===== config.mk =====
export PLATFORM = sky130hd
export DESIGN_NAME = temperature_hysteresis_alarm_unit_flat
export DESIGN_NICKNAME = d
export VERILOG_FILES = /design/src/sv/hta_pkg.sv /design/src/sv/hta_temp_if.sv /design/src/sv/hta_alarm_if.sv /design/src/sv/temperature_hysteresis_alarm_unit.sv /design/src/flat_wrapper.sv
export SDC_FILE = /design/constraint.sdc
export NUM_CORES = 1
export LEC_CHECK = 0
export ABC_AREA = 1
export BUFFER_PORTS_ARGS = -buffer_cell sky130_fd_sc_hd__buf_2
export CORE_UTILIZATION = 65
export CTS_CLUSTER_DIAMETER = 80
export DETAILED_ROUTE_END_ITERATION = 12
export GPL_TIMING_DRIVEN = 0
export HOLD_SLACK_MARGIN = 0.06
export PLACE_DENSITY_LB_ADDON = 0.2
export RECOVER_POWER = 50
export SYNTH_ARGS = -nofsm -noshare
export SYNTH_HDL_FRONTEND = slang
export SYNTH_SLANG_ARGS = --single-unit
export TNS_END_PERCENT = 100

===== constraint.sdc =====
create_clock -name clk -period 11.7 [get_ports clk]
set_input_delay 1.17 -clock clk [delete_from_list [all_inputs] [get_ports clk]]
set_output_delay 1.17 -clock clk [all_outputs]
set_load 0.005 [all_outputs]

===== src/sv/hta_pkg.sv =====
`default_nettype none
package hta_pkg;

  localparam int TEMP_W  = 8;
  localparam int CNT_W   = 16;
  localparam int ADDR_W  = 5;
  localparam int DATA_W  = 32;
  localparam int REG_IDX_W = 3;

  localparam logic [CNT_W-1:0] CNT_MAX = {CNT_W{1'b1}};

  typedef enum logic [REG_IDX_W-1:0] {
    REG_ENTER_TEMP    = 3'd0,
    REG_EXIT_TEMP     = 3'd1,
    REG_SAMPLE_PERIOD = 3'd2,
    REG_BLINK_PERIOD  = 3'd3,
    REG_BEEP_OFF_TIME = 3'd4,
    REG_BEEP_ON_TIME  = 3'd5
  } reg_idx_t;

  localparam logic signed [TEMP_W-1:0] ENTER_TEMP_RST    = 8'sd32;
  localparam logic signed [TEMP_W-1:0] EXIT_TEMP_RST     = 8'sd29;
  localparam logic [CNT_W-1:0]         SAMPLE_PERIOD_RST = 16'd500;
  localparam logic [CNT_W-1:0]         BLINK_PERIOD_RST  = 16'd500;
  localparam logic [CNT_W-1:0]         BEEP_OFF_TIME_RST = 16'd400;
  localparam logic [CNT_W-1:0]         BEEP_ON_TIME_RST  = 16'd100;

  function automatic logic [CNT_W-1:0] sat_inc(input logic [CNT_W-1:0] c);
    return (c == CNT_MAX) ? c : c + 1'b1;
  endfunction

endpackage
`default_nettype wire


===== src/sv/hta_temp_if.sv =====
`default_nettype none
interface hta_temp_if;
  logic                                valid;
  logic                                ready;
  logic signed [hta_pkg::TEMP_W-1:0]   temperature_now;

  modport source (output valid, output temperature_now, input ready);
  modport sink   (input valid, input temperature_now, output ready);
endinterface
`default_nettype wire


===== src/sv/hta_alarm_if.sv =====
`default_nettype none
interface hta_alarm_if;
  logic                                valid;
  logic                                ready;
  logic                                alarm_on;
  logic                                lamp_on;
  logic                                beeper_on;
  logic                                sample_taken;
  logic signed [hta_pkg::TEMP_W-1:0]   sampled_temp;

  modport source (output valid, output alarm_on, output lamp_on, output beeper_on,
                  output sample_taken, output sampled_temp, input ready);
  modport sink   (input valid, input alarm_on, input lamp_on, input beeper_on,
                  input sample_taken, input sampled_temp, output ready);
endinterface
`default_nettype wire


===== src/sv/temperature_hysteresis_alarm_unit.sv =====
// Temperature alarm with hysteresis, LED blink and buzzer cadence.
// in_ch carries one beat per millisecond tick with the current reading in
// temperature_now. out_ch returns exactly one beat per input beat: alarm,
// LED and buzzer drive after that tick, a flag for a newly latched sample,
// and the last latched temperature.
// The beat waits in the input register, the evaluation runs combinationally
// on it, and the result register loads the result once that register is
// free or being drained. Throughput is one beat per cycle while the receiver
// keeps out_ch.ready high; the sustained rate is set by the single evaluation
// stage, which updates all timers and flags in one pass.
// When the receiver stalls, the result register holds its beat, the input
// register holds one more, and in_ch.ready drops only once both are full.
// Thresholds and periods are written over the APB port (byte address 4*i)
// and may be read back; write them only while no beat is in flight.
// Synchronous reset clears all timers and flags, empties both registers and
// restores the default thresholds and periods.
`default_nettype none
module temperature_hysteresis_alarm_unit (
  input  wire logic                         clk,
  input  wire logic                         rst,
  hta_temp_if.sink                          in_ch,
  hta_alarm_if.source                       out_ch,
  input  wire logic                         psel,
  input  wire logic                         penable,
  input  wire logic                         pwrite,
  input  wire logic [hta_pkg::ADDR_W-1:0]   paddr,
  input  wire logic [hta_pkg::DATA_W-1:0]   pwdata,
  output logic      [hta_pkg::DATA_W-1:0]   prdata,
  output logic                              pready
);

  // Configuration registers.
  logic signed [hta_pkg::TEMP_W-1:0] enter_temp;
  logic signed [hta_pkg::TEMP_W-1:0] exit_temp;
  logic [hta_pkg::CNT_W-1:0]         sample_period;
  logic [hta_pkg::CNT_W-1:0]         blink_period;
  logic [hta_pkg::CNT_W-1:0]         beep_off_time;
  logic [hta_pkg::CNT_W-1:0]         beep_on_time;

  logic [hta_pkg::REG_IDX_W-1:0] reg_idx;
  logic                          cfg_write;

  assign pready    = 1'b1;
  assign reg_idx   = paddr[hta_pkg::ADDR_W-1:2];
  assign cfg_write = psel && penable && pwrite;

  always_ff @(posedge clk) begin
    if (rst) begin
      enter_temp    <= hta_pkg::ENTER_TEMP_RST;
      exit_temp     <= hta_pkg::EXIT_TEMP_RST;
      sample_period <= hta_pkg::SAMPLE_PERIOD_RST;
      blink_period  <= hta_pkg::BLINK_PERIOD_RST;
      beep_off_time <= hta_pkg::BEEP_OFF_TIME_RST;
      beep_on_time  <= hta_pkg::BEEP_ON_TIME_RST;
    end else if (cfg_write) begin
      case (reg_idx)
        hta_pkg::REG_ENTER_TEMP:    enter_temp    <= pwdata[hta_pkg::TEMP_W-1:0];
        hta_pkg::REG_EXIT_TEMP:     exit_temp     <= pwdata[hta_pkg::TEMP_W-1:0];
        hta_pkg::REG_SAMPLE_PERIOD: sample_period <= pwdata[hta_pkg::CNT_W-1:0];
        hta_pkg::REG_BLINK_PERIOD:  blink_period  <= pwdata[hta_pkg::CNT_W-1:0];
        hta_pkg::REG_BEEP_OFF_TIME: beep_off_time <= pwdata[hta_pkg::CNT_W-1:0];
        hta_pkg::REG_BEEP_ON_TIME:  beep_on_time  <= pwdata[hta_pkg::CNT_W-1:0];
        default: ;  // Addresses past the register list ignore writes.
      endcase
    end
  end

  // Readback returns the raw register bits, zero extended.
  always_comb begin
    case (reg_idx)
      hta_pkg::REG_ENTER_TEMP:
        prdata = {{(hta_pkg::DATA_W-hta_pkg::TEMP_W){1'b0}}, enter_temp};
      hta_pkg::REG_EXIT_TEMP:
        prdata = {{(hta_pkg::DATA_W-hta_pkg::TEMP_W){1'b0}}, exit_temp};
      hta_pkg::REG_SAMPLE_PERIOD:
        prdata = {{(hta_pkg::DATA_W-hta_pkg::CNT_W){1'b0}}, sample_period};
      hta_pkg::REG_BLINK_PERIOD:
        prdata = {{(hta_pkg::DATA_W-hta_pkg::CNT_W){1'b0}}, blink_period};
      hta_pkg::REG_BEEP_OFF_TIME:
        prdata = {{(hta_pkg::DATA_W-hta_pkg::CNT_W){1'b0}}, beep_off_time};
      hta_pkg::REG_BEEP_ON_TIME:
        prdata = {{(hta_pkg::DATA_W-hta_pkg::CNT_W){1'b0}}, beep_on_time};
      default:
        prdata = '0;
    endcase
  end

  // Input register. It refills in the same cycle that its beat moves on.
  logic                              in_valid_q;
  logic signed [hta_pkg::TEMP_W-1:0] temp_q;
  logic                              advance;
  logic                              out_valid;

  assign advance     = in_valid_q && (!out_valid || out_ch.ready);
  assign in_ch.ready = !in_valid_q || advance;

  always_ff @(posedge clk) begin
    if (rst) begin
      in_valid_q <= 1'b0;
    end else if (in_ch.ready) begin
      in_valid_q <= in_ch.valid;
    end
  end

  always_ff @(posedge clk) begin
    if (in_ch.valid && in_ch.ready) begin
      temp_q <= in_ch.temperature_now;
    end
  end

  // Tick state.
  logic [hta_pkg::CNT_W-1:0]         since_sample;
  logic [hta_pkg::CNT_W-1:0]         since_blink;
  logic [hta_pkg::CNT_W-1:0]         since_beep;
  logic                              alarm_flag;
  logic                              lamp_flag;
  logic                              beeper_flag;
  logic signed [hta_pkg::TEMP_W-1:0] held_temp;

  logic [hta_pkg::CNT_W-1:0]         since_sample_next;
  logic [hta_pkg::CNT_W-1:0]         since_blink_next;
  logic [hta_pkg::CNT_W-1:0]         since_beep_next;
  logic                              alarm_flag_next;
  logic                              lamp_flag_next;
  logic                              beeper_flag_next;
  logic signed [hta_pkg::TEMP_W-1:0] held_temp_next;
  logic                              take;

  // One tick: saturating counters first, then the sample and hysteresis,
  // then the blink and buzzer cadence using the counters as left by the
  // sample stage.
  always_comb begin
    since_sample_next = hta_pkg::sat_inc(since_sample);
    since_blink_next  = hta_pkg::sat_inc(since_blink);
    since_beep_next   = hta_pkg::sat_inc(since_beep);
    alarm_flag_next   = alarm_flag;
    lamp_flag_next    = lamp_flag;
    beeper_flag_next  = beeper_flag;
    held_temp_next    = held_temp;
    take              = (since_sample_next >= sample_period);

    if (take) begin
      since_sample_next = '0;
      held_temp_next    = temp_q;
      if (!alarm_flag) begin
        if (temp_q >= enter_temp) begin
          // Entering the alarm restarts both cadences from the off phase.
          alarm_flag_next  = 1'b1;
          lamp_flag_next   = 1'b0;
          beeper_flag_next = 1'b0;
          since_blink_next = '0;
          since_beep_next  = '0;
        end
      end else if (temp_q <= exit_temp) begin
        alarm_flag_next = 1'b0;
      end
    end

    if (alarm_flag_next) begin
      if (since_blink_next >= blink_period) begin
        since_blink_next = '0;
        lamp_flag_next   = !lamp_flag_next;
      end
      if (!beeper_flag_next && since_beep_next >= beep_off_time) begin
        since_beep_next  = '0;
        beeper_flag_next = 1'b1;
      end else if (beeper_flag_next && since_beep_next >= beep_on_time) begin
        since_beep_next  = '0;
        beeper_flag_next = 1'b0;
      end
    end else begin
      lamp_flag_next   = 1'b0;
      beeper_flag_next = 1'b0;
    end
  end

  always_ff @(posedge clk) begin
    if (rst) begin
      since_sample <= '0;
      since_blink  <= '0;
      since_beep   <= '0;
      alarm_flag   <= 1'b0;
      lamp_flag    <= 1'b0;
      beeper_flag  <= 1'b0;
      held_temp    <= '0;
    end else if (advance) begin
      since_sample <= since_sample_next;
      since_blink  <= since_blink_next;
      since_beep   <= since_beep_next;
      alarm_flag   <= alarm_flag_next;
      lamp_flag    <= lamp_flag_next;
      beeper_flag  <= beeper_flag_next;
      held_temp    <= held_temp_next;
    end
  end

  // Result register.
  always_ff @(posedge clk) begin
    if (rst) begin
      out_valid <= 1'b0;
    end else if (advance) begin
      out_valid <= 1'b1;
    end else if (out_ch.ready) begin
      out_valid <= 1'b0;
    end
  end

  always_ff @(posedge clk) begin
    if (advance) begin
      out_ch.alarm_on     <= alarm_flag_next;
      out_ch.lamp_on      <= lamp_flag_next;
      out_ch.beeper_on    <= beeper_flag_next;
      out_ch.sample_taken <= take;
      out_ch.sampled_temp <= held_temp_next;
    end
  end

  assign out_ch.valid = out_valid;

`ifndef ASSERT_OFF
  a_idle_outputs_off: assert property (@(posedge clk) disable iff (rst)
    !alarm_flag |-> !lamp_flag && !beeper_flag)
    else $error("lamp or beeper active while alarm is off");

  a_entry_restarts: assert property (@(posedge clk) disable iff (rst)
    $rose(alarm_flag) |-> since_blink == '0 && since_beep == '0)
    else $error("cadence timers not restarted on alarm entry");

  a_sample_clears: assert property (@(posedge clk) disable iff (rst)
    advance && take |=> since_sample == '0)
    else $error("sample timer not cleared after a sample");

  a_stall_holds_input: assert property (@(posedge clk) disable iff (rst)
    in_valid_q && !advance |=> in_valid_q && $stable(temp_q))
    else $error("pending input beat lost during output stall");
`endif

endmodule
`default_nettype wire


===== src/flat_wrapper.sv =====
// flat-port wrapper written by rule: the top's interface ports become plain ports
module temperature_hysteresis_alarm_unit_flat 
  (clk, rst, psel, penable, pwrite, paddr, pwdata, prdata, pready, in_ch_valid, in_ch_temperature_now, in_ch_ready, out_ch_valid, out_ch_alarm_on, out_ch_lamp_on, out_ch_beeper_on, out_ch_sample_taken, out_ch_sampled_temp, out_ch_ready);
  hta_temp_if in_ch_i ();
  hta_alarm_if out_ch_i ();
  input  wire logic clk;
  input  wire logic rst;
  input  wire logic psel;
  input  wire logic penable;
  input  wire logic pwrite;
  input  wire logic [hta_pkg::ADDR_W-1:0] paddr;
  input  wire logic [hta_pkg::DATA_W-1:0] pwdata;
  output logic      [hta_pkg::DATA_W-1:0] prdata;
  output logic pready;
  input wire logic [$bits(in_ch_i.valid)-1:0] in_ch_valid;
  input wire logic [$bits(in_ch_i.temperature_now)-1:0] in_ch_temperature_now;
  output wire logic [$bits(in_ch_i.ready)-1:0] in_ch_ready;
  output wire logic [$bits(out_ch_i.valid)-1:0] out_ch_valid;
  output wire logic [$bits(out_ch_i.alarm_on)-1:0] out_ch_alarm_on;
  output wire logic [$bits(out_ch_i.lamp_on)-1:0] out_ch_lamp_on;
  output wire logic [$bits(out_ch_i.beeper_on)-1:0] out_ch_beeper_on;
  output wire logic [$bits(out_ch_i.sample_taken)-1:0] out_ch_sample_taken;
  output wire logic [$bits(out_ch_i.sampled_temp)-1:0] out_ch_sampled_temp;
  input wire logic [$bits(out_ch_i.ready)-1:0] out_ch_ready;
  assign in_ch_i.valid = in_ch_valid;
  assign in_ch_i.temperature_now = in_ch_temperature_now;
  assign in_ch_ready = in_ch_i.ready;
  assign out_ch_valid = out_ch_i.valid;
  assign out_ch_alarm_on = out_ch_i.alarm_on;
  assign out_ch_lamp_on = out_ch_i.lamp_on;
  assign out_ch_beeper_on = out_ch_i.beeper_on;
  assign out_ch_sample_taken = out_ch_i.sample_taken;
  assign out_ch_sampled_temp = out_ch_i.sampled_temp;
  assign out_ch_i.ready = out_ch_ready;
  temperature_hysteresis_alarm_unit u_core (.clk(clk), .rst(rst), .in_ch(in_ch_i), .out_ch(out_ch_i), .psel(psel), .penable(penable), .pwrite(pwrite), .paddr(paddr), .pwdata(pwdata), .prdata(prdata), .pready(pready));
endmodule

Yosys cells after proc, flatten, opt, wreduce, memory -nomap -nowiden --
Index checks and enable logic that the tools add are counted.
Storage, ports and cells: bits in registers 161, input port bits 52, output and inout bits 47, logic and storage cells 92
Operators by class: add/sub/neg operators 3, magnitude comparators 6, equality and inequality tests 8, muxes and demuxes 34, reductions and logical operators 20
Operators with widths (count):
- two-way mux 16 bit | 15
- case mux 16 bit (6 select lines) | 1
- greater-or-equal comparator 16 bit | 4
- adder 16 x 1 -> 16 bit (second input constant) | 3
- equality test 16 bit (second input constant) | 3
- two-way mux 1 bit | 17
- AND reduction 2 bit | 6
- greater-or-equal comparator 8 bit | 1
- less-or-equal comparator 8 bit | 1
- two-way mux 8 bit | 1
- equality test 3 x 2 -> 1 bit (second input constant) | 2
- equality test 3 bit (second input constant) | 2
- logical AND 1 bit | 6
- logical NOT 1 bit | 4
- equality test 3 x 1 -> 1 bit (second input constant) | 1
- logical NOT 3 bit | 1
- logical OR 1 bit | 2
- nonzero test 2 bit | 1

Depth between registers and ports, before layout --
Gate-level depths: netlist (run 1).
depth in word-level cells 10, gate-level depth with buffers 37, mapped depth without buffers 35

Least setup slack after synthesis (run 1) --
No wires, ideal clock.
path kind register -> register, start register u_core.since_sample[0] (netlist name), end register u_core.since_blink[5] (netlist name), arrival 4.038 ns, data required time 11.631 ns, slack 7.592 ns, cell stages (with the launch flop) 32, buffers on the path 2, cells stage by stage dfxtp_1 -> ha_1 -> nand3_1 -> nor2_1 -> nand4_1 -> nor2_2 -> nand2_2 -> inv_2 -> nand3_4 -> nand2_1 -> xnor2_1 -> ha_1 -> nand2_1 -> o21bai_1 -> a21oi_1 -> nor2_1 -> nand2_2 -> nand3_4 -> buf_2 -> o21ai_0 -> inv_1 -> ha_1 -> nand2_1 -> inv_1 -> nand3_1 -> inv_1 -> a21oi_1 -> nand3_1 -> a21oi_4 -> buf_6 -> nand2_2 -> a21oi_2
On the way: word-level cells in the longest chain between the ends 7, elaborated cells between the ends (all ways) 9
Ends and longest elaborated chain:
- start: declaration | line temperature_hysteresis_alarm_unit.sv:112 | logic [hta_pkg::CNT_W-1:0] since_sample;
- start signal: assignment | line temperature_hysteresis_alarm_unit.sv:187 | since_sample <= since_sample_next;
- adder 16 x 1 -> 16 bit / equality test 16 bit (equally long branches) | line hta_pkg.sv:29 | return (c == CNT_MAX) ? c : c + 1'b1;
- two-way mux 16 bit (*) | line hta_pkg.sv:29
- greater-or-equal comparator 16 bit (*) | line temperature_hysteresis_alarm_unit.sv:140 | take = (since_sample_next >= sample_period);
- two-way mux 16 bit | line temperature_hysteresis_alarm_unit.sv:142 | if (take) begin
- greater-or-equal comparator 16 bit | line temperature_hysteresis_alarm_unit.sv:160 | if (since_blink_next >= blink_period) begin
- two-way mux 16 bit | line temperature_hysteresis_alarm_unit.sv:160
- two-way mux 16 bit (*) | line temperature_hysteresis_alarm_unit.sv:159 | if (alarm_flag_next) begin
- end signal: assignment | line temperature_hysteresis_alarm_unit.sv:188 | since_blink <= since_blink_next;
- end: declaration | line temperature_hysteresis_alarm_unit.sv:113 | logic [hta_pkg::CNT_W-1:0] since_blink;
Every way passes the cells marked *; elsewhere a longest branch is shown, timed or not. A chain may end at the register's enable or synchronous reset.

Worst setup path after layout (run 1) --
Ends and elaborated chain as after synthesis.

==> results of run 1 <==
-- tightest hold or removal path: cells and delay by family, from the launching register on --
family             cells  cell delay, ns
and+or+nand+nor        1            0.06
DFF                    1            0.31
AOI/OAI and AO/OA      1            0.06
-- sequential cells by signal, summed over array words and instances (netlist names), 8 cells and up --
name,flops
u_core.held_temp,8
u_core.sample_period,16
u_core.since_sample,16
u_core.since_beep,16
u_core.exit_temp,8
u_core.temp_q,8
u_core.beep_on_time,16
u_core.since_blink,16
u_core.enter_temp,8
u_core.out_ch.sampled_temp,8
u_core.beep_off_time,16
u_core.blink_period,16
-- worst max path at each step --
stage | startpoint | end | slack, ns
CTS | u_core.since_sample[0]$_SDFFE_PP0P_ | u_core.since_blink[5]$_SDFFE_PP0P_ | 6.40
detailed placement | u_core.since_sample[0]$_SDFFE_PP0P_ | u_core.since_blink[13]$_SDFFE_PP0P_ | 6.46
global placement | u_core.since_sample[0]$_SDFFE_PP0P_ | u_core.since_blink[11]$_SDFFE_PP0P_ | 6.53
global route | u_core.since_sample[0]$_SDFFE_PP0P_ | u_core.since_blink[11]$_SDFFE_PP0P_ | 5.94
floorplan | u_core.since_sample[0]$_SDFFE_PP0P_ | u_core.since_blink[5]$_SDFFE_PP0P_ | 7.59
finish | u_core.since_sample[0]$_SDFFE_PP0P_ | u_core.since_blink[5]$_SDFFE_PP0P_ | 6.19
-- Yosys cell counts, drive strengths merged, types with 9 or more instances --
library cell	n	area, sq um
xnor2	9	78.8
buf	26	185
nand2	289	1130
a22oi	16	120
clkbuf	40	151
o211ai	26	195
edfxtp	20	601
o21ai	102	510
inv	206	773
nor3	22	146
nand3	44	260
dfxtp	141	2820
ha	83	1040
nand4	16	100
a21oi	174	931
xor2	14	123
nor2	73	294
-- kinds of logic after synthesis --
family / after synthesis / share of synthesized area (%)
AO/OA/AOI/OAI: 346 / 20.2
XOR/XNOR: 23 / 2.07
adder cells (fa/ha/maj): 83 / 10.7
buffers and inverters: 272 / 11.4
flip-flops: 161 / 35.1
other: 2 / 0.0770
AND/OR/NAND/NOR: 454 / 20.5
-- final cells by class --
class	instances	area, sq um	area share, %
plain buffers	66	335	3.08
well taps	184	230	2.11
multi-input cells	923	5260	48.2
repair buffers	62	299	2.74
inverters	206	773	7.09
clock inverters	14	155	1.42
clock buffers	18	429	3.94
flip-flops and latches	161	3420	31.4
-- per-layer routing --
layer	global-route usage [%]	vias to the layer above	share of wire (%)
li1	-	4607	-
met1	43.5	4350	40
met2	60.5	440	48
met3	6.31	82	8.4
met4	15.8	0	3.6
met5	0	-	0
-- power by group through the flow --
stage / clock (mW) / combinational, mW / sequential [mW]
finish: 0.560 / 0.105 / 0.578
CTS: 0.558 / 0.103 / 0.578
detailed placement: 0 / 0.102 / 0.590
global route: 0.583 / 0.115 / 0.579
global placement: 0 / 0.0992 / 0.590
floorplan: 0 / 0.0647 / 0.589
==> metrics.csv, run 1 <==
stage,metric,value,unit
run_status,outcome,"finished, final reports clean",
worst_setup_path,worst-path maximum fanout,10,
clock_network,"Reg clk slew, reported paths",0.07,ns
logic_synthesis,Yosys reg bits,161,
place,DP HPWL,20700,microns
worst_hold_path,worst min-delay path class,reg2reg,
worst_setup_path,Reg2Reg Launch Point,u_core.since_sample[0]$_SDFFE_PP0P_,
cells_and_area,Filler Cells Inserted,1158,
detailed_routing,drt pass-1 iters,8,
worst_hold_path,hold path endpoint,u_core.since_beep[9]$_SDFFE_PP0P_,
power_and_ir_drop,Reg power frac,46.5,%
logic_synthesis,Syn Area/Cell,7.27,sq um
sta,count of final setup violators,0,
logic_synthesis,"Seq/Total Area, Yosys",35.1,%
sta,final hold vios,0,
place,port buffer count,62,
sta,Slew @ Worst Pin,0.854,ns
worst_setup_path,WS Path Type,reg2reg,
floorplanning,Starting Density,66.8,%
clock_network,Root Buffer,clkbuf_16,
clock_network,Num CTS Buffers,17,
worst_setup_path,R2R Setup Slk,6.19,ns
cells_and_area,Inserted Diodes,0,
place,Area after DPL,10300,sq um
floorplanning,Die W,124,microns
cells_and_area,share of layout cells above drive strength 1,10.8,%
power_and_ir_drop,Comb power frac,8.4,%
clock_network,Post-CTS Setup Bufs,0,
worst_setup_path,crit path DAT,5.87,ns
floorplanning,row count,44,
sta,RSZ-0062 raised after global routing,no,
cells_and_area,Area Overhead vs Synth,11.8,%
global_routing,vias in the first global route,8839,
power_and_ir_drop,leakage,4.94,nW
clock_network,cts repair resizes,0,
floorplanning,die height,124,microns
sta,setup ws final,6.19,ns
power_and_ir_drop,Cell Pwr Density,114,nW/um^2
global_routing,first-pass GRT wire length,43500,microns
floorplanning,die area,15500,sq um
job,# Max-Cap Violations,0,
sta,worst hold slack,0.475,ns
power_and_ir_drop,Sw Share,25.8,%
sta,Final Max Slew Viols,0,
floorplanning,IO Pins,99,
power_and_ir_drop,clock group share of total power,45.1,%
place,Final GP Congestion,0.919,
worst_setup_path,crit path buf inv count,4,
place,placed insts,1602,
cells_and_area,Layout Nets,1572,
sta,final setup skew,0.0101,ns
clock_network,clock latency on the worst-skew pair,0.43,ns
logic_synthesis,Post-synth EDFFs,20,
global_routing,pin count of the biggest net entering global routing,17,
worst_hold_path,hold wc startpoint,u_core.since_beep[9]$_SDFFE_PP0P_,
clock_network,CTS Buffer Depth,2,
clock_network,TritonCTS clock tree,built,
logic_synthesis,count of unique library cells instantiated by Yosys,46,
logic_synthesis,Ys Warns,0,
worst_hold_path,worst hold path depth,2,
detailed_routing,Via density,5.80,
detailed_routing,drt drc,0,
cells_and_area,design area,10900,sq um
power_and_ir_drop,total power,1.24,mW
global_routing,initial antenna violation count,0,
floorplanning,core box area,14600,sq um
sta,Total Neg Setup Slack,0,ns
power_and_ir_drop,Pint,0.923,mW
place,dpl ws,6.46,ns
power_and_ir_drop,switching power,0.320,mW
logic_synthesis,Post-Syn Area,9750,sq um
sta,min Tclk post-route,5.51,ns
detailed_routing,remaining antenna violation count,0,
clock_network,# clock sinks,161,
worst_setup_path,required time worst endpoint,12.06,ns
power_and_ir_drop,maximum VDD drop,0.0956,mV
worst_setup_path,"delay-heaviest family, CP",simple AND/OR/NAND/NOR gates,
detailed_routing,overall routed net length,27600,microns
logic_synthesis,Post-synth ARST share,0,%
clock_network,number of H-tree levels,4,
detailed_routing,DRT iter0 DRCs,866,
cells_and_area,"most common cell after layout, fill and taps aside",nand2_1,
cells_and_area,Layout Cells excl Fill,1634,
worst_setup_path,R2R Path End,u_core.since_blink[5]$_SDFFE_PP0P_,
clock_network,hold buffers post-CTS,0,
worst_setup_path,WP depth,29,
worst_setup_path,critical path's slowest cell,dfxtp_1,
logic_synthesis,Post-Syn Instances,1341,
worst_setup_path,max incr delay on CP,0.44,ns
detailed_routing,drt wl/cell,16.9,microns
logic_synthesis,Post-synth top flop,dfxtp_1,
sta,period utilization,47.1,%
detailed_routing,vias,9479,
cells_and_area,"commonest non-fill, non-tap cells in the layout","nand2_1 (273), inv_1 (205), a21oi_1 (160)",
global_routing,total track usage,35.5,%
worst_setup_path,FF-to-FF path depth,29,
worst_setup_path,CP Capture Type,flip-flop,
worst_setup_path,startpoint types,flip-flop,
sta,maximum clock rate,181,MHz
cells_and_area,Util after Layout,74.7,%
sta,worst rel slew slack,43.1,%
global_routing,gr ovfl total,0,
Note: power is estimated with default switching activity, not from simulation.
==> run 2, diff against run 1 <==
--- a/config.mk
+++ b/config.mk
@@ -7,7 +7,7 @@
 export LEC_CHECK = 0
 export ABC_AREA = 1
 export BUFFER_PORTS_ARGS = -buffer_cell sky130_fd_sc_hd__buf_2
-export CORE_UTILIZATION = 65
+export CORE_UTILIZATION = 54
 export CTS_CLUSTER_DIAMETER = 80
 export DETAILED_ROUTE_END_ITERATION = 12
 export GPL_TIMING_DRIVEN = 0
==> constraint.sdc (replaced) <==
create_clock -name clk -period 4.7 [get_ports clk]
set_input_delay 0.47 -clock clk [delete_from_list [all_inputs] [get_ports clk]]
set_output_delay 0.47 -clock clk [all_outputs]
set_load 0.005 [all_outputs]
==> metrics.csv, run 2 (synthesis gave the netlist of run 1 again) <==
stage,metric,value,unit,change
run_status,outcome,"finished, final reports clean",,
floorplanning,die area,18600,sq um,+20%
clock_network,TritonCTS clock tree,built,,
detailed_routing,remaining antenna violation count,0,,unchanged
sta,RSZ-0062 raised after global routing,yes,,
job,# Max-Cap Violations,0,,unchanged
worst_setup_path,R2R Setup Slk,0.02,ns,-6.16 ns
cells_and_area,Area Overhead vs Synth,26.8,%,
power_and_ir_drop,Reg power frac,45.9,%,-0.6 points
worst_setup_path,crit path DAT,5.05,ns,-0.82 ns
power_and_ir_drop,Pint,2.24,mW,+140%
worst_hold_path,hold wc startpoint,in_ch_temperature_now[5],,
detailed_routing,vias,9841,,+3.8%
power_and_ir_drop,Cell Pwr Density,254,nW/um^2,+120%
worst_setup_path,Reg2Reg Launch Point,u_core.since_sample[1]$_SDFFE_PP0P_,,
global_routing,pin count of the biggest net entering global routing,19,,+2
place,DP HPWL,20800,microns,+0.43%
detailed_routing,overall routed net length,30300,microns,+9.6%
detailed_routing,drt wl/cell,17.7,microns,+4.9%
sta,maximum clock rate,214,MHz,+18%
detailed_routing,DRT iter0 DRCs,844,,-2.5%
sta,worst hold slack,0.201,ns,-0.274 ns
power_and_ir_drop,Comb power frac,9.6,%,+1.2 points
detailed_routing,drt drc,0,,unchanged
power_and_ir_drop,Sw Share,28.7,%,+2.9 points
worst_hold_path,worst min-delay path class,in2reg,,
power_and_ir_drop,clock group share of total power,44.5,%,-0.6 points
worst_hold_path,hold path endpoint,u_core.temp_q[5]$_DFFE_PP_,,
worst_setup_path,startpoint types,flip-flop,,
cells_and_area,share of layout cells above drive strength 1,24.3,%,+14 points
sta,period utilization,99.5,%,+52 points
cells_and_area,Inserted Diodes,0,,unchanged
worst_setup_path,Crit path top cell by count,nand2_1,,
worst_hold_path,worst hold path depth,1,,-1
floorplanning,core box area,17500,sq um,+20%
place,Final GP Congestion,0.958,,+4.2%
detailed_routing,Via density,5.76,,-0.68%
floorplanning,Die W,136,microns,+9.6%
worst_setup_path,WS Path Type,reg2reg,,
sta,Final Max Slew Viols,0,,unchanged
cells_and_area,Layout Nets,1605,,+2.1%
power_and_ir_drop,switching power,0.900,mW,+180%
clock_network,"Reg clk slew, reported paths",0.07,ns,about the same
floorplanning,row count,48,,+9.1%
clock_network,# clock sinks,161,,unchanged
worst_setup_path,crit path buf inv count,5,,+1
clock_network,number of H-tree levels,4,,unchanged
place,placed insts,1643,,+2.6%
cells_and_area,Layout Cells excl Fill,1708,,+4.5%
clock_network,clock latency on the worst-skew pair,0.45,ns,+0.02 ns
clock_network,CTS Buffer Depth,2,,unchanged
sta,final setup skew,0.0125,ns,+0.00241 ns
global_routing,gr ovfl total,0,,unchanged
clock_network,Num CTS Buffers,17,,unchanged
place,port buffer count,62,,unchanged
sta,Slew @ Worst Pin,0.944,ns,+0.0902 ns
sta,worst rel slew slack,36.6,%,-6.5 points
clock_network,Root Buffer,clkbuf_16,,
detailed_routing,drt pass-1 iters,5,,-3
worst_setup_path,FF-to-FF path depth,33,,+14%
global_routing,first-pass GRT wire length,44400,microns,+2.0%
worst_setup_path,max incr delay on CP,0.37,ns,-0.07 ns
worst_setup_path,CP Capture Type,flip-flop,,
worst_setup_path,worst-path maximum fanout,8,,-2
cells_and_area,"most common cell after layout, fill and taps aside",nand2_1,,
global_routing,total track usage,31.3,%,-4.2 points
floorplanning,die height,136,microns,+9.6%
worst_setup_path,required time worst endpoint,5.08,ns,-6.98 ns
sta,min Tclk post-route,4.68,ns,-0.836 ns
floorplanning,Starting Density,55.8,%,-11 points
worst_setup_path,critical path's slowest cell,dfxtp_4,,
power_and_ir_drop,maximum VDD drop,0.317,mV,+230%
sta,count of final setup violators,0,,unchanged
power_and_ir_drop,leakage,5.31,nW,+7.4%
worst_setup_path,"delay-heaviest family, CP",simple AND/OR/NAND/NOR gates,,
floorplanning,IO Pins,99,,unchanged
sta,final hold vios,0,,unchanged
global_routing,vias in the first global route,8656,,-2.1%
cells_and_area,"commonest non-fill, non-tap cells in the layout","nand2_1 (227), inv_1 (181), dfxtp_1 (136)",,
worst_setup_path,R2R Path End,u_core.since_beep[6]$_SDFFE_PP0P_,,
global_routing,initial antenna violation count,0,,unchanged
run 2: cell count changes in the layout (fill, tap and decap cells not counted), sizes merged:
cell      previous run  this run
inv                210       219
buf                 79       106
clkinvlp             3         0
bufinv               2         0
clkinv               5         2
clkbuf              67        72
run 2: worst max-delay path by stage:
stage	depth (start not counted)	slack (ns)	startpoint	end
global route	36	-0.23	u_core.since_sample[1]$_SDFFE_PP0P_	u_core.since_beep[9]$_SDFFE_PP0P_
floorplan	31	0.59	u_core.since_sample[0]$_SDFFE_PP0P_	u_core.since_blink[5]$_SDFFE_PP0P_
global placement	31	-0.60	u_core.since_sample[0]$_SDFFE_PP0P_	u_core.since_blink[8]$_SDFFE_PP0P_
finish	33	0.02	u_core.since_sample[1]$_SDFFE_PP0P_	u_core.since_beep[6]$_SDFFE_PP0P_
CTS	31	0.006	u_core.since_sample[0]$_SDFFE_PP0P_	u_core.since_beep[7]$_SDFFE_PP0P_
detailed placement	31	-0.67	u_core.since_sample[0]$_SDFFE_PP0P_	u_core.since_blink[8]$_SDFFE_PP0P_
run 2: routing by layer:
layer / track usage [%] / vias to the layer above / wire, microns
met2: 52.2 / 429 / 14600
met4: 11.5 / 0 / 919
met1: 39.6 / 4659 / 12300
li1: - / 4681 / -
met5: 0 / - / 0
met3: 6.34 / 72 / 2500
run 2: through the flow:
| step | instance area [sq um] | TNS, ns | worst slack (ns) | power, mW | util, % |
|---|---|---|---|---|---|
| floorplan | 9800 | 0 | 0.592 | 1.63 | - |
| global placement | 10400 | -13.62 | -0.604 | 1.72 | 59.5 |
| detailed placement | 10400 | -15.94 | -0.669 | 1.73 | 59.5 |
| CTS | 11200 | 0 | 0.00628 | 3.11 | 63.9 |
| global route | 12400 | -6.42 | -0.225 | 3.23 | 70.7 |
| finish | 12400 | 0 | 0.0249 | 3.14 | 70.7 |
run 2: power by group through the flow:
stage / registers, mW / clock network [mW] / logic, mW
detailed placement: 1.47 / 0 / 0.258
global route: 1.44 / 1.46 / 0.329
global placement: 1.47 / 0 / 0.253
CTS: 1.44 / 1.40 / 0.270
finish: 1.44 / 1.40 / 0.301
floorplan: 1.47 / 0 / 0.161
run 2: area by class of cell:
class | instances | area, sq um
buffer | 65 | 365
clock buffer | 17 | 425
clock inverter | 15 | 151
fill | 1353 | 5120
inverter | 206 | 783
multi-input combinational | 923 | 6270
sequential | 161 | 3430
tap | 225 | 282
timing repair buffer | 96 | 652
run 2: repair_timing:
action / in CTS / in global routing
pin swaps: 9 / 59
hold buffers: 0 / 0
gates resized for setup: 28 / 223
hold endpoints to repair: 0 / 0
buffers inserted: 9 / 21
setup endpoints to repair: 36 / 36
gates cloned: 1 / 4
==> run 3, diff against run 2 <==
--- a/config.mk
+++ b/config.mk
@@ -12,7 +12,7 @@
 export DETAILED_ROUTE_END_ITERATION = 12
 export GPL_TIMING_DRIVEN = 0
 export HOLD_SLACK_MARGIN = 0.06
-export PLACE_DENSITY_LB_ADDON = 0.2
+export PLACE_DENSITY = 0.73
 export RECOVER_POWER = 50
 export SYNTH_ARGS = -nofsm -noshare
 export SYNTH_HDL_FRONTEND = slang
==> metrics.csv, run 3 (synthesis gave the netlist of run 1 again) <==
stage,metric,value,unit,change
cells_and_area,Inserted Diodes,0,,unchanged
global_routing,gr ovfl total,0,,unchanged
cells_and_area,area of the multi-input gates,5900,sq um,-5.9%
floorplanning,Die W,136,microns,unchanged
detailed_routing,drt pass-1 iters,8,,+3
cells_and_area,share of layout cells above drive strength 1,20.7,%,-3.6 points
global_routing,first-pass GRT wire length,43100,microns,-2.8%
worst_setup_path,critical path's slowest cell,dfxtp_4,,
floorplanning,die area,18600,sq um,unchanged
cells_and_area,Area Overhead vs Synth,23.1,%,
sta,period utilization,100,%,+0.64 points
worst_setup_path,Reg2Reg Launch Point,u_core.since_sample[1]$_SDFFE_PP0P_,,
clock_network,# clock sinks,161,,unchanged
global_routing,pin count of the biggest net entering global routing,17,,-2
sta,setup ws final,-0.00523,ns,-0.0302 ns
worst_hold_path,worst min-delay path class,in2reg,,
power_and_ir_drop,maximum VDD drop,0.265,mV,-16%
global_routing,vias in the first global route,8519,,-1.6%
cells_and_area,Sequential Area,3430,sq um,unchanged
worst_setup_path,max incr delay on CP,0.37,ns,about the same
sta,Total Neg Setup Slack,-0.00523,ns,-0.00523 ns
worst_setup_path,FF-to-FF path depth,30,,-9.1%
floorplanning,core box area,17500,sq um,unchanged
clock_network,clock latency on the worst-skew pair,0.44,ns,about the same
detailed_routing,DRT iter0 DRCs,880,,+4.3%
floorplanning,die height,136,microns,unchanged
global_routing,total track usage,30.5,%,-0.75 points
worst_setup_path,worst-path maximum fanout,7,,-1
worst_hold_path,worst hold path depth,1,,unchanged
cells_and_area,design area,12000,sq um,-2.9%
sta,Final Max Slew Viols,0,,unchanged
place,Area after DPL,10400,sq um,unchanged
sta,worst rel slew slack,39.2,%,+2.6 points
sta,min Tclk post-route,4.71,ns,+0.0302 ns
place,port buffer count,62,,unchanged
worst_setup_path,required time worst endpoint,5.07,ns,about the same
run_status,outcome,finished with violations,,
sta,maximum clock rate,213,MHz,-0.64%
sta,count of final setup violators,1,,+1
worst_hold_path,hold path endpoint,u_core.temp_q[1]$_DFFE_PP_,,
clock_network,Root Buffer,clkbuf_16,,
place,DP HPWL,21000,microns,+0.90%
cells_and_area,Layout Nets,1603,,-0.12%
clock_network,TritonCTS clock tree,built,,
detailed_routing,remaining antenna violation count,0,,unchanged
worst_setup_path,R2R Path End,u_core.since_blink[8]$_SDFFE_PP0P_,,
job,# Max-Cap Violations,0,,unchanged
floorplanning,Starting Density,55.8,%,unchanged
sta,Slew @ Worst Pin,0.906,ns,-0.0386 ns
worst_setup_path,startpoint types,flip-flop,,
worst_setup_path,Crit path top cell by count,nand2_2,,
worst_setup_path,WS Path Type,reg2reg,,
clock_network,"Reg clk slew, reported paths",0.07,ns,about the same
place,Final GP Congestion,0.949,,-0.92%
detailed_routing,drt wl/cell,17.3,microns,-2.4%
run_status,failing checks,setup timing,,
detailed_routing,overall routed net length,29500,microns,-2.5%
cells_and_area,Filler Cells Inserted,1456,,+7.6%
cells_and_area,"most common cell after layout, fill and taps aside",nand2_1,,
worst_setup_path,CP Capture Type,flip-flop,,
floorplanning,IO Pins,99,,unchanged
clock_network,CTS Buffer Depth,2,,unchanged
detailed_routing,drt drc,0,,unchanged
worst_hold_path,hold wc startpoint,in_ch_temperature_now[1],,
global_routing,initial antenna violation count,0,,unchanged
worst_setup_path,crit path DAT,5.08,ns,+0.03 ns
sta,final hold vios,0,,unchanged
detailed_routing,vias,9568,,-2.8%
power_and_ir_drop,Cell Pwr Density,264,nW/um^2,+4.2%
detailed_routing,Via density,5.61,,-2.7%
floorplanning,row count,48,,unchanged
sta,RSZ-0062 raised after global routing,yes,,
clock_network,number of H-tree levels,4,,unchanged
sta,final setup skew,0.00898,ns,-0.00353 ns
power_and_ir_drop,leakage,5.23,nW,-1.5%
cells_and_area,"commonest non-fill, non-tap cells in the layout","nand2_1 (244), inv_1 (189), a21oi_1 (142)",,
worst_setup_path,R2R Setup Slk,-0.005,ns,-0.03 ns
clock_network,Num CTS Buffers,17,,unchanged
## run 3: cell types whose count changed in the layout (fill, tap and decap cells not counted), moves of 5 or more
cell / delta
nand2_1: +17
nand2_2: +5
ha_1: +10
ha_4: -11
inv_2: -6
a21oi_1: +15
inv_1: +8
a21oi_2: -15
nand2_4: -22
## run 3: layer usage
metal  vias up  wire length, microns  track usage [%]
li1       4685                     -                -
met1      4394                 12000             38.8
met2       418                 14100             51.3
met3        71                  2480             6.08
met4         0                   853             10.3
met5         -                     0                0
## run 3: final cells by class
cell class,instances,area share [%]
Buffer,66,3.16
Clock buffer,17,3.55
Clock inverter,15,1.44
Inverter,206,6.49
Multi-Input combinational cell,923,49.2
Sequential cell,161,28.6
Tap cell,225,2.35
Timing Repair Buffer,93,5.23
## run 3: worst max path at each step
stage / from / depth (start not counted) / slack, ns / endpoint
after floorplan: u_core.since_sample[0]$_SDFFE_PP0P_ / 31 / 0.59 / u_core.since_blink[5]$_SDFFE_PP0P_
after global placement: u_core.since_sample[0]$_SDFFE_PP0P_ / 31 / -0.60 / u_core.since_blink[9]$_SDFFE_PP0P_
after detailed placement: u_core.since_sample[0]$_SDFFE_PP0P_ / 31 / -0.67 / u_core.since_blink[6]$_SDFFE_PP0P_
after CTS: u_core.since_sample[0]$_SDFFE_PP0P_ / 30 / 0.008 / u_core.since_blink[6]$_SDFFE_PP0P_
after global routing: u_core.since_sample[1]$_SDFFE_PP0P_ / 30 / -0.23 / u_core.out_ch.lamp_on$_DFFE_PP_
final: u_core.since_sample[1]$_SDFFE_PP0P_ / 30 / -0.005 / u_core.since_blink[8]$_SDFFE_PP0P_
## run 3: what timing repair did
item,CTS,global route
gates cloned,0,4
setup buffers,10,17
pin swaps,8,27
gates resized for setup,26,144
hold buffers,0,0
setup endpoints to repair,36,36
## run 3: power by group
| group | switching (mW) | internal, mW | total, mW | leakage [nW] |
|---|---|---|---|---|
| registers | 0.0180 | 1.42 | 1.44 | 1.34 |
| logic | 0.192 | 0.0991 | 0.291 | 3.60 |
| clock network | 0.640 | 0.801 | 1.44 | 0.295 |
## run 3: metrics by stage
step	utilization (%)	hold slack [ns]	power, mW	worst slack (ns)	instances
global route	68.6	0.190	3.26	-0.230	1706
floorplan	-	0.445	1.63	0.592	1356
detailed placement	59.5	0.461	1.73	-0.668	1643
finish	68.6	0.196	3.17	-0.00523	1706
global placement	59.5	0.455	1.72	-0.602	1643
CTS	63.9	0.194	3.15	0.00786	1685
## run 3: worst max-delay path: cells and delay by family (launching register included)
kind                       cells  cell delay (ns)
and+or+nand+nor               15             1.69
AOI/OAI and AO/OA              6             1.03
buffers and inverters          5             0.74
adders and majority gates      3             0.71
DFF                            1             0.37
xor gates and xnor gates       1             0.08
